$ cat src/kst_ram.sv
// Generic single-port-write, single-port-read RAM with registered read data.
module kst_ram #(
    parameter int WIDTH = 8,
    parameter int DEPTH = 256
) (
    input  logic                     i_clk,
    input  logic                     i_we,
    input  logic [$clog2(DEPTH)-1:0] i_waddr,
    input  logic [WIDTH-1:0]         i_wdata,
    input  logic [$clog2(DEPTH)-1:0] i_raddr,
    output logic [WIDTH-1:0]         o_rdata
);

    logic [WIDTH-1:0] r_mem [DEPTH];
    logic [WIDTH-1:0] r_rdata;

    // Write and read, old data on a collision
    always_ff @(posedge i_clk) begin
        if (i_we) begin
            r_mem[i_waddr] <= i_wdata;
        end
        r_rdata <= r_mem[i_raddr];
    end

    assign o_rdata = r_rdata;

endmodule

$ cat config.mk
export PLATFORM = sky130hd
export DESIGN_NAME = kst_ram
export DESIGN_NICKNAME = d
export VERILOG_FILES = /design/src/kst_ram.sv
export SDC_FILE = /design/constraint.sdc
export NUM_CORES = 2
export LEC_CHECK = 0
export ABC_AREA = 0
export BUFFER_PORTS_ARGS = -buffer_cell sky130_fd_sc_hd__clkbuf_2
export CORE_MARGIN = 10
export CORE_UTILIZATION = 35
export CTS_CLUSTER_SIZE = 16
export DETAILED_ROUTE_END_ITERATION = 8
export PLACE_DENSITY = 0.47
export SKIP_CTS_REPAIR_TIMING = 1
export SLEW_MARGIN = 20
export SYNTH_ARGS = -nofsm -noshare
export SYNTH_HDL_FRONTEND = slang
export SYNTH_SLANG_ARGS = --single-unit
$ cat constraint.sdc
create_clock -name i_clk -period 4.6 [get_ports i_clk]
set_input_delay 0.46 -clock i_clk [delete_from_list [all_inputs] [get_ports i_clk]]
set_output_delay 0.46 -clock i_clk [all_outputs]
set_load 0.1 [all_outputs]
* Yosys cells after proc, flatten, opt, wreduce, memory -nomap -nowiden *
Memory sizes are Yosys's and may differ from the RTL's. A register that Yosys moved wholly into a read port is not among the register bits.
Index checks and enable logic that the tools add are counted.

storage, ports and cells
  memory bits (writable) = 2048
  bits of input ports = 26
  output and inout bits = 8
  register bits after elaboration = 0
  memories = 1

memories
  name   depth  width  rd ports  clocked after Yosys merged registers in  wr ports  line  text
  r_mem  256    8      1         1                                        1         14    logic [WIDTH-1:0] r_mem [DEPTH];

cells by class
  multiplexer cells = 2

operator list
  cell    number
  $mux 1  2

* Depth between registers and ports, before layout *
  depth after elaboration = 2
  mapped depth = 11
  depth with buffers taken out = 6

* Least setup slack after synthesis *
OpenSTA, ideal clock, no wires.

  path type = input to register
  from = input i_raddr[0]
  to = register r_rdata[2], in the netlist o_rdata[2], read port of r_mem
  cell stages on the path = 9
  setup slack = 2.202 ns
  library setup time = 0.131 ns
  path buffers = 4
  data arrival time = 2.267 ns
  cells stage by stage = buf_6 buf_12 buf_8 buf_2 mux4_2 a22oi_1 a21oi_1 nor4_1 nor4_2

RTL lines
  item         line  text
  from (decl)  10    input logic [$clog2(DEPTH)-1:0] i_raddr,
  to (decl)    15    logic [WIDTH-1:0] r_rdata;

==> summary.md <==
| Metric | Value |
|---|---|
| Status | complete, no violations |
| Final WL | about 220,000 µm |
| GRT Util Overall | 17.6% |
| Leakage | about 0.028 µW |
| Clock tree buffer depth | 3 |
| CP endpoint kind | flop |
| Clock network power share | 42.5% |
| Syn_nets | 3,759 |
| Logic gate share of total power | 5.2% |
| TritonCTS Sinks | 2,056 |
| Relative slew slack | 23.8% |
| Worst Clk Skew | 40.8 ps |
| Max Cap Violations | 0 |
| Cell Area, Placed | around 0.084 mm² |
| Final setup viols | 0 |
| Dpl cells | 6,751 |
| Drt first pass iters | 8 |
| Clock Latency Late Sink | 830 ps |
| Critical Path Fanout Max | 43 |
| Pwr Total | 39,600 µW |
| Total gr overflow | 0 |
| CP arrival | 3830 ps |
| Least-Margin Pin Slew | 1130 ps |
| # DRC | 0 |
| Required @ worst endpoint | 5280 ps |
| ANT nets after route | 0 |
| Synth Warn # | 0 |
| Post-DR vias/cell | 5.37 |
| Seq pwr share | 52.3% |
| Layout cells sized above 1 | between 20% and 30% |
| Mapped Cells | 3,733 |
| Worst vdd ir | 0.000349 V |
| Initial DRC count | 3,542 |
| Switching part of the total | a little over a fifth |
| Place WS | 467 ps |
| Antenna violations before repair | 11 |
| Startpoint Class | input port |
| Final #Nets | 4,002 |
| P_int | approximately 30,000 µW |
| Synth cell types | 55 |
| Unrepaired setup endpoints after global routing | no |
| CP Class | input port to flop |
| H-tree Lvls | 4 |
| Yosys top cell by area | edfxtp_1 |
| Period utilization | between 60% and 70% |
| Fin. max-slew vios | 0 |
| # rows | 174 |
| Input/output buffers | 33 |
| Root Buffer | clkbuf_16 |
| Post-synthesis sequential area ratio | approximately 78% |
| Die H | 497 µm |
| PnR worst setup slack | 1450 ps |
| CTS tree | done |
| Die ar. | 0.247 mm² |
| R2R Setup Slk | between 1500 and 2000 ps |
| Die Wd | 497 µm |
| EDFF count, synth | around 2,000 |
| P&R area growth vs syn | 14.4% |
| Synth top area share | 77.3% |
| Worst hold path class | input port to flop |
| RePlAce Congestion | 0.779 |
| Final Hold Vio Count | 0 |
| Commonest cells post-synth | 2,048 x edfxtp_1, 454 x mux4_2, 282 x nor2_1 |
| Number of synthesized register bits | 2,056 |
| P per Cell Area | around 430 mW/mm² |
| Core ar. | roughly 0.23 mm² |
| FF-to-FF End | o_rdata[3] |
| # IOs | 34 |
| Synth async-reset ratio | 0% |
| Clock Pin Slew Worst Setup and Hold Paths | 60 ps |
| HP Start | i_wdata[4] |
| Number of CTS-inserted buffers | 215 |
| Worst r2r src | r_mem[83][3] |
| Psw | roughly 8700 µW |
| Syn Area/Cell | 21.3 µm² |
| First-pass GRT wire length | approximately 310,000 µm |
| Finished Layout Cells | 7,153 |
| R2r worst-path depth | 6 |
| Final setup TNS | 0 ps |
| Top post-synthesis cells by area | edfxtp_1 77%, mux4_2 13%, mux2i_1 1.7% |
| Post-route cell area | 0.0910 mm² |
| Most common cell in the netlist | edfxtp_1 |
| Worst hold path cell count | 1 |
| Largest net degree at the start of global routing | between 100 and 150 |
| Routed vias | 38,400 |
| Initial Utilization | 35.3% |
| Wire per inst | 30.7 µm |
| DP HPWL | 137,000 µm |
| Clock period minus worst slack | 3150 ps |
| Main flop type after synthesis | edfxtp_1 |
| Fmax | 317 MHz |
| Vias in the first global route | 40,000 |
| Post-Syn Area | 0.0796 mm² |
| Hold EP | r_mem[90][4] |
==> per-layer routing <==
| metal | share of wire [%] | up-vias | track usage (%) |
|---|---|---|---|
| li1 | - | 16200 | - |
| met1 | 44 | 20900 | 24.7 |
| met2 | 48 | 1037 | 28.6 |
| met3 | 5.0 | 297 | 3.00 |
| met4 | 2.5 | 0 | 4.46 |
| met5 | 0 | - | 0 |
==> cell type report <==
class,count,area (µm²)
repair buffers,259,2280
fillers,20100,135000
clock inverters,121,1070
inverters,2,7.51
well taps,2992,3740
diodes,5,12.5
flip-flops and latches,2056,61700
multi-input cells,1442,16600
clock buffers,276,5690
==> critical path, cell delays in order <==
cell      delay (ps)
buf_8            450
buf_12           400
buf_4            270
mux4_2           530
nor2b_1          150
a211oi_1         260
nor3_1           140
nor4_1           960
nor4_2           120
==> sequential cells by signal (all words and copies together), names as in the netlist <==
register,flops
o_rdata,8
r_mem,2048
==> how the worst max path moves through the flow <==
stage / from / endpoint / slack (ps)
CTS: i_raddr[0] / o_rdata[0] / 1370
global route: i_raddr[0] / o_rdata[0] / 1310
detailed placement: i_raddr[0] / o_rdata[0] / 470
floorplan: i_raddr[0] / o_rdata[2] / 2200
finish: i_raddr[0] / o_rdata[0] / 1450
global placement: i_raddr[0] / o_rdata[1] / 150
==> placed cells by master (no fill, tap or decap), types with 10 or more instances in the layout <==
cell and instances:
buf_8 10, nand2_1 33, a211oi_1 16, a21oi_1 96, a22oi_1 133, clkbuf_2 21
buf_12 25, o22ai_1 28, clkinv_1 55, edfxtp_1 2048, o221ai_1 46, clkinv_2 36
nand4_1 10, bufinv_16 15, mux4_2 454, nor2b_1 28, clkbuf_1 55, nand3_1 27
nor2_1 278, buf_4 200, o211ai_1 10, clkbuf_16 217, nor3_1 21, o21ai_0 10
mux2i_1 134, a221oi_1 13, nor4_1 19
==> metrics by stage <==
step	utilization, %	hold slack [ps]
floorplan	-	559
global placement	37.3	966
detailed placement	37.4	975
CTS	40.4	58.7
global route	40.4	76.3
finish	40.4	106
==> cell families after synthesis <==
| group | share of synthesized area [%] |
|---|---|
| AND/OR/NAND/NOR | 2.63 |
| flip-flops | 77.5 |
| buffers and inverters | 1.83 |
| AO/OA/AOI/OAI | 3.42 |
| multiplexers | 14.6 |
==> power groups by stage <==
| stage | clock (µW) | combinational, µW | sequential [µW] |
|---|---|---|---|
| 2_1_floorplan | 0 | 1000 | 21200 |
| 3_3_place_gp | 0 | 2080 | 21100 |
| 3_5_place_dp | 0 | 2090 | 21100 |
| 4_1_cts | 17200 | 2100 | 20700 |
| 5_1_grt | 18000 | 2170 | 20700 |
| 6_report | 16800 | 2050 | 20700 |
(Power assumes the default switching activity.)
