$ cat src/kst_pkg.sv
// Shared types, codes, constants and scan tables for the keyboard state block.
package kst_pkg;

    // Item operation codes
    typedef enum logic [1:0] {
        OP_KEY   = 2'd0,
        OP_TICK  = 2'd1,
        OP_XLATE = 2'd2
    } t_op;

    // Configuration register indexes
    localparam logic [1:0] CFG_DELAY  = 2'd0;
    localparam logic [1:0] CFG_PERIOD = 2'd1;
    localparam logic [1:0] CFG_MASK   = 2'd2;

    // Reset values of the delay and period configuration registers
    localparam logic [15:0] DELAY_RESET  = 16'd500;
    localparam logic [15:0] PERIOD_RESET = 16'd33;

    // Key codes with a role of their own
    localparam logic [8:0] CODE_CAPS   = 9'h03a;
    localparam logic [8:0] CODE_C      = 9'h02e;
    localparam logic [8:0] CODE_LCTRL  = 9'h01d;
    localparam logic [8:0] CODE_RCTRL  = 9'h11d;
    localparam logic [8:0] CODE_LSHIFT = 9'h02a;
    localparam logic [8:0] CODE_RSHIFT = 9'h036;

    localparam logic [2:0] COUNT_MAX = 3'd7;
    localparam logic [6:0] TABLE_LEN = 7'h54;

    // Special key numbers
    localparam logic [3:0] SK_NONE  = 4'd0;
    localparam logic [3:0] SK_UP    = 4'd1;
    localparam logic [3:0] SK_DOWN  = 4'd2;
    localparam logic [3:0] SK_LEFT  = 4'd3;
    localparam logic [3:0] SK_RIGHT = 4'd4;
    localparam logic [3:0] SK_HOME  = 4'd5;
    localparam logic [3:0] SK_END   = 4'd6;
    localparam logic [3:0] SK_PGUP  = 4'd7;
    localparam logic [3:0] SK_PGDN  = 4'd8;
    localparam logic [3:0] SK_DEL   = 4'd9;
    localparam logic [3:0] SK_INS   = 4'd10;

    // Result item, last field in the lowest bits
    typedef struct packed {
        logic [1:0] pad;
        logic [3:0] special_key;
        logic [6:0] character;
        logic       interrupt_request;
        logic [7:0] scan_byte;
        logic       extended;
        logic       delivered;
    } t_result;

    // Modifier and lock state seen by the translator
    typedef struct packed {
        logic [3:0] modifier_held;
        logic       caps_lock_on;
    } t_kbd_mode;

    // Translator answer
    typedef struct packed {
        logic [6:0] character;
        logic [3:0] special_key;
    } t_xlate_res;

    // Keys that never arm auto-repeat
    function automatic logic is_modifier(input logic [8:0] c);
        return c == 9'h02a || c == 9'h036 || c == 9'h01d || c == 9'h11d ||
               c == 9'h038 || c == 9'h138 || c == 9'h15b || c == 9'h15c ||
               c == 9'h03a || c == 9'h045 || c == 9'h046;
    endfunction

    // Unshifted set-1 map
    function automatic logic [6:0] plain_map(input logic [6:0] idx);
        logic [6:0] ch;
        case (idx)
            7'h01: ch = 7'h1b;
            7'h02: ch = 7'h31;
            7'h03: ch = 7'h32;
            7'h04: ch = 7'h33;
            7'h05: ch = 7'h34;
            7'h06: ch = 7'h35;
            7'h07: ch = 7'h36;
            7'h08: ch = 7'h37;
            7'h09: ch = 7'h38;
            7'h0a: ch = 7'h39;
            7'h0b: ch = 7'h30;
            7'h0c: ch = 7'h2d;
            7'h0d: ch = 7'h3d;
            7'h0e: ch = 7'h08;
            7'h0f: ch = 7'h09;
            7'h10: ch = 7'h71;
            7'h11: ch = 7'h77;
            7'h12: ch = 7'h65;
            7'h13: ch = 7'h72;
            7'h14: ch = 7'h74;
            7'h15: ch = 7'h79;
            7'h16: ch = 7'h75;
            7'h17: ch = 7'h69;
            7'h18: ch = 7'h6f;
            7'h19: ch = 7'h70;
            7'h1a: ch = 7'h5b;
            7'h1b: ch = 7'h5d;
            7'h1c: ch = 7'h0a;
            7'h1e: ch = 7'h61;
            7'h1f: ch = 7'h73;
            7'h20: ch = 7'h64;
            7'h21: ch = 7'h66;
            7'h22: ch = 7'h67;
            7'h23: ch = 7'h68;
            7'h24: ch = 7'h6a;
            7'h25: ch = 7'h6b;
            7'h26: ch = 7'h6c;
            7'h27: ch = 7'h3b;
            7'h28: ch = 7'h27;
            7'h29: ch = 7'h60;
            7'h2b: ch = 7'h5c;
            7'h2c: ch = 7'h7a;
            7'h2d: ch = 7'h78;
            7'h2e: ch = 7'h63;
            7'h2f: ch = 7'h76;
            7'h30: ch = 7'h62;
            7'h31: ch = 7'h6e;
            7'h32: ch = 7'h6d;
            7'h33: ch = 7'h2c;
            7'h34: ch = 7'h2e;
            7'h35: ch = 7'h2f;
            7'h37: ch = 7'h2a;
            7'h39: ch = 7'h20;
            7'h47: ch = 7'h37;
            7'h48: ch = 7'h38;
            7'h49: ch = 7'h39;
            7'h4a: ch = 7'h2d;
            7'h4b: ch = 7'h34;
            7'h4c: ch = 7'h35;
            7'h4d: ch = 7'h36;
            7'h4e: ch = 7'h2b;
            7'h4f: ch = 7'h31;
            7'h50: ch = 7'h32;
            7'h51: ch = 7'h33;
            7'h52: ch = 7'h30;
            7'h53: ch = 7'h2e;
            default: ch = 7'h00;
        endcase
        return ch;
    endfunction

    // Shifted set-1 map: letters go upper case, punctuation differs
    function automatic logic [6:0] shift_map(input logic [6:0] idx);
        logic [6:0] p;
        logic [6:0] ch;
        p = plain_map(idx);
        case (idx)
            7'h02: ch = 7'h21;
            7'h03: ch = 7'h40;
            7'h04: ch = 7'h23;
            7'h05: ch = 7'h24;
            7'h06: ch = 7'h25;
            7'h07: ch = 7'h5e;
            7'h08: ch = 7'h26;
            7'h09: ch = 7'h2a;
            7'h0a: ch = 7'h28;
            7'h0b: ch = 7'h29;
            7'h0c: ch = 7'h5f;
            7'h0d: ch = 7'h2b;
            7'h1a: ch = 7'h7b;
            7'h1b: ch = 7'h7d;
            7'h27: ch = 7'h3a;
            7'h28: ch = 7'h22;
            7'h29: ch = 7'h7e;
            7'h2b: ch = 7'h7c;
            7'h33: ch = 7'h3c;
            7'h34: ch = 7'h3e;
            7'h35: ch = 7'h3f;
            default: begin
                if (p >= 7'h61 && p <= 7'h7a) begin
                    ch = p - 7'h20;
                end else begin
                    ch = p;
                end
            end
        endcase
        return ch;
    endfunction

endpackage

$ cat src/kst_xlate.sv
// Set-1 scan byte translator: Shift, Caps Lock, Ctrl folding and special keys.
module kst_xlate
    import kst_pkg::*;
(
    input  logic [7:0] i_scan,
    input  t_kbd_mode  i_mode,
    output t_xlate_res o_res
);

    logic       shifted;
    logic [6:0] plain;
    logic [6:0] ch;
    logic [6:0] up;

    always_comb begin
        o_res   = '0;
        plain   = plain_map(i_scan[6:0]);
        shifted = i_mode.modifier_held[1:0] != 2'b00;
        ch      = 7'h00;
        up      = 7'h00;
        if (i_scan[7]) begin
            // Extended keys: navigation block, keypad Enter and slash
            case (i_scan[6:0])
                7'h48: o_res.special_key = SK_UP;
                7'h50: o_res.special_key = SK_DOWN;
                7'h4b: o_res.special_key = SK_LEFT;
                7'h4d: o_res.special_key = SK_RIGHT;
                7'h47: o_res.special_key = SK_HOME;
                7'h4f: o_res.special_key = SK_END;
                7'h49: o_res.special_key = SK_PGUP;
                7'h51: o_res.special_key = SK_PGDN;
                7'h53: o_res.special_key = SK_DEL;
                7'h52: o_res.special_key = SK_INS;
                7'h1c: o_res.character   = 7'h0a;
                7'h35: o_res.character   = 7'h2f;
                default: o_res.special_key = SK_NONE;
            endcase
        end else if (i_scan[6:0] < TABLE_LEN) begin
            // Caps Lock flips Shift on letters only
            if (plain >= 7'h61 && plain <= 7'h7a && i_mode.caps_lock_on) begin
                shifted = !shifted;
            end
            ch = shifted ? shift_map(i_scan[6:0]) : plain;
            // Ctrl folds to control codes
            if (i_mode.modifier_held[3:2] != 2'b00) begin
                up = (ch >= 7'h61 && ch <= 7'h7a) ? ch - 7'h20 : ch;
                if (up >= 7'h40 && up <= 7'h5f) begin
                    ch = up & 7'h1f;
                end else if (up == 7'h3f) begin
                    ch = 7'h7f;
                end else if (up == 7'h20) begin
                    ch = 7'h00;
                end else begin
                    ch = up;
                end
            end
            o_res.character = ch;
        end
    end

endmodule

$ cat config.mk
export PLATFORM = sky130hd
export DESIGN_NAME = kst_xlate
export DESIGN_NICKNAME = d
export VERILOG_FILES = /design/src/kst_pkg.sv /design/src/kst_xlate.sv
export SDC_FILE = /design/constraint.sdc
export NUM_CORES = 1
export LEC_CHECK = 0
export ABC_AREA = 1
export BUFFER_PORTS_ARGS = -buffer_cell sky130_fd_sc_hd__buf_4
export CAP_MARGIN = 30
export CORE_UTILIZATION = 50
export DETAILED_ROUTE_END_ITERATION = 8
export GPL_ROUTABILITY_DRIVEN = 1
export PLACE_DENSITY = 0.73
export SLEW_MARGIN = 25
export SYNTH_ARGS = -nofsm -noshare
export SYNTH_HDL_FRONTEND = slang
export SYNTH_SLANG_ARGS = --single-unit
$ cat constraint.sdc
create_clock -name vclk -period 8.75
set_input_delay 1.75 -clock vclk [all_inputs]
set_output_delay 1.75 -clock vclk [all_outputs]
set_load 0.005 [all_outputs]
* Yosys cells after proc, flatten, opt, wreduce, memory -nomap -nowiden
Memory sizes are Yosys's and may differ from the RTL's. Index checks and enable logic that the tools add are counted.
Word-level totals: ROM bits 1792, register bits 0, memories 2, word-level logic and storage cells 75, input bits 13, output and inout bits 11
Memories:
- (name not given) | depth 128, bits a word 7, read ports 1, clocked after memory_dff 0, write ports 0, line kst_pkg.sv:77 | case (idx)
- (name not given) | depth 128, bits a word 7, read ports 1, clocked after memory_dff 0, write ports 0, line kst_pkg.sv:77
Cells by class: reductions and logical operators 8, order comparisons 9, add/subtract/negate cells 2, eq/ne operators 34, muxes and demuxes 20
Operators by type and width (count):
- case mux 7 bit (21 select lines) | 1
- 2-to-1 mux 7 bit | 13
- == test 7 bit, second input constant | 10
- == test 7 x 6 -> 1 bit, second input constant | 9
- == test 7 x 4 -> 1 bit, second input constant | 6
- case mux 4 bit (10 select lines) | 1
- == test 7 x 3 -> 1 bit, second input constant | 4
- greater-or-equal comparator 7 bit, second input constant | 4
- <= comparator 7 bit, second input constant | 4
- == test 7 x 5 -> 1 bit, second input constant | 3
- == test 7 x 2 -> 1 bit, second input constant | 2
- subtractor 7 x 6 -> 7 bit, second input constant | 2
- case mux 6 bit (2 select lines) | 1
- < comparator 7 bit, second input constant | 1
- logical AND 1 bit | 5
- 2-to-1 mux 4 bit | 1
- nonzero test 2 bit | 2
- 2-to-1 mux 1 bit | 3
- logical NOT 1 bit | 1

* Depth between registers and ports, before layout
depth after elaboration 20, mapped depth 34, mapped depth without buffers 33

* Worst setup path after synthesis
Ideal clock, no wire load.
path type input to output, start input i_scan[1], end output o_res[9] in the netlist's numbering, path slack 2.651 ns, path buffers 0, data required time 7.000 ns, data arrival time 4.349 ns, cell stages on the path 33, cell sequence inv_1 -> ha_1 -> inv_1 -> nand2_1 -> nand2_1 -> nand3_1 -> nand2_1 -> inv_1 -> nand3_1 -> nand2_1 -> nor2_2 -> nand3_1 -> nand2_1 -> nand2_2 -> inv_4 -> nand3_4 -> nand2_4 -> nand2_4 -> inv_2 -> nand2_1 -> nand2_1 -> ha_1 -> inv_1 -> o21bai_1 -> nand2_2 -> nand2_2 -> nand2_1 -> nand2_1 -> nor2_1 -> nand2_1 -> nand2_1 -> nand2_1 -> nand2_1
RTL lines:
- from (decl) | line kst_xlate.sv:5 | input logic [7:0] i_scan,
- to (decl) | line kst_xlate.sv:7 | output t_xlate_res o_res

==> metrics.md <==
| Metric | Value |
|---|---|
| Worst vdd ir | `~24 uV` |
| Register area | `0 sq um` |
| Final Instance Area | `2310 sq um` |
| Final hold violations | `0` |
| Synthesized area | `around 2200 sq um` |
| CP max FO | `10` |
| Antenna Cells | `0` |
| Post-Syn Nets | `454` |
| Routed Wire Length | `approximately 7000 um` |
| Hold-fix buffers, CTS | `0` |
| Max layer used | `met4` |
| Drt pass-1 iters | `6` |
| Ys Warns | `0` |
| Largest net degree at the start of global routing | `30` |
| Endpoint type of the worst setup path | `output port` |
| RSZ-0062 raised after global routing | `false` |
| Clock buf count | `0` |
| Largest cells by area after synthesis | `nand2_1 26%, nand3_1 13%, nor2_1 8.7%` |
| Seq pwr share | `0` |
| Initial antenna violation count | `0` |
| CP dominant cell by count | `nand2_1` |
| Pwr/cell area | `between 60 and 70 nW/um^2` |
| IO Pins | `24` |
| Via count | `around 2.9k` |
| Comb pwr share | `1.000` |
| Vias in the first global route | `approximately 2.5k` |
| Sequential share of the synthesized area | `0` |
| Detailed Route Iter0 Violations | `~310` |
| Synth area leader | `nand2_1` |
| Hold Path Class | `in2out` |
| Setup crit start kind | `input pin` |
| HPWL after detailed placement | `about 5600 um` |
| Synth Area per Inst | `roughly 5.1 sq um` |
| Slew at the pin closest to its max-slew limit | `385 ps` |
| Max-cap violations | `0` |
| Gp weighted congestion | `roughly 1.0` |
| Wirelength per Cell | `14.2 um` |
| Slew margin rel. | `0.736` |
| DRC viols | `0` |
| Crit Path Class | `in2out` |
| Post-Syn Instances | `427` |
| Total setup buffers inserted after CTS | `0` |
| Layout Nets | `470` |
| Tmin final | `7000 ps` |
| DIE HEIGHT | `67.8 um` |
| Grt total ovfl | `0` |
| Fill cells | `463` |
| Count leader, synth | `nand2_1` |
| Seq Cell Count | `0` |
| Leakage | `around 1.2 nW` |
| DR WL met3 | `757 um` |
| Area delta synth->final | `7.00%` |
| GRT Total Usage | `0.322` |
| Final period util | `0.800` |
| Outcome | `complete, no violations` |
| Via density | `between 5 and 6` |
| Top cells by count, synth | `148 x nand2_1, 58 x nand3_1, 50 x nor2_1` |
| Die width | `67.8 um` |
| Final setup TNS | `0 ps` |
| Final ANT Viol Nets | `0` |
| M1 wire length | `roughly 3100 um` |
| Initial Util | `0.529` |
| Top cell type's share of synthesized area | `0.257` |
| Dpl cell area | `2310 sq um` |
| Clock power share | `0` |
| Final Max Tran Viols | `0` |
| Final setup vio count | `0` |
| Crit-path max cell delay | `~360 ps` |
| Sw frac | `0.666` |
| Metal2 WL | `approximately 3000 um` |
| Cell row count | `23` |
| Global-route wire length before repair | `between 10000 and 15000 um` |
| Psw | `about 0.000094 W` |
| CTS resizes | `0` |
| Multi-input gate area | `~1900 sq um` |
| Worst path required time | `approximately 7000 ps` |
| Die footprint | `4590 sq um` |
| Crit path DAT | `between 5000 and 6000 ps` |
| Internal power | `about 0.000047 W` |
| Core area | `between 4000 and 5000 sq um` |
| F_max | `between 100 and 150 MHz` |
| Layout cells sized above 1 | `0.168` |
| Buffers added on ports | `24` |
| Slowest CP cell | `ha_1` |
| Hold slack | `about 3800 ps` |
| Unique cell type count in the Yosys netlist | `40` |
==> cell type report <==
cell class	count	share of cell area
Tap cell	50	0.0270
Timing Repair Buffer	24	0.0778
Multi-Input combinational cell	363	0.805
Inverter	54	0.0897
==> critical path, delay by kind of cell <==
kind	cells	cell delay (ps)
simple gates	19	1760
fa+ha+maj	3	790
buf+inv	5	630
compound gates	2	280
==> layer usage <==
metal,vias to the layer above,GRT usage
met5,-,0
met4,0,0.0703
met3,16,0.0236
met2,178,0.515
met1,1251,0.463
li1,1413,-
==> layout by cell type (no fill, tap or decap), types with 2 or more instances in the layout <==
| cell | instances |
|---|---|
| nor4_1 | 2 |
| nand2_2 | 12 |
| inv_1 | 38 |
| inv_2 | 12 |
| nand2_1 | 148 |
| buf_4 | 24 |
| a21oi_1 | 18 |
| nor2_2 | 7 |
| o21ai_0 | 12 |
| inv_4 | 2 |
| nand2_4 | 3 |
| ha_1 | 14 |
| o21ai_1 | 4 |
| nand3_1 | 58 |
| clkinv_1 | 2 |
| nand4_1 | 4 |
| o31ai_1 | 2 |
| nor3_1 | 3 |
| a31oi_1 | 3 |
| nor2_1 | 50 |
| nand3_2 | 2 |
| nor2_4 | 5 |
==> kinds of logic (layout without fill, tap and decap cells) <==
family,Yosys count,count (layout),share of synthesized area
and+or+nand+nor,301,301,0.651
buffers and inverters,64,78,0.138
adders and majority gates,14,14,0.0810
AOI/OAI and AO/OA,48,48,0.130
==> path summary, 6_finish.rpt <==
path	depth (start not counted)	endpoint	slack [ps]	from
max	29	o_res[10]	1750	i_scan[1]
min	3	o_res[8]	3830	i_scan[7]
==> power groups by stage <==
stage,Clock (W),Combinational (W),Sequential [W]
finish,0,0.000141,0
global route,0,0.000158,0
CTS,0,0.000138,0
detailed placement,0,0.000138,0
global placement,0,0.000137,0
floorplan,0,0.000103,0
==> stage by stage <==
stage	setup WS [ps]	std cells	util	total power, W
4_1_cts	1830	491	0.566	0.000138
5_1_grt	1360	491	0.566	0.000158
3_3_place_gp	1950	491	0.566	0.000137
6_report	1750	491	0.566	0.000141
3_5_place_dp	1840	491	0.566	0.000138
2_1_floorplan	2650	427	-	0.000103
(Power assumes the default switching activity.)
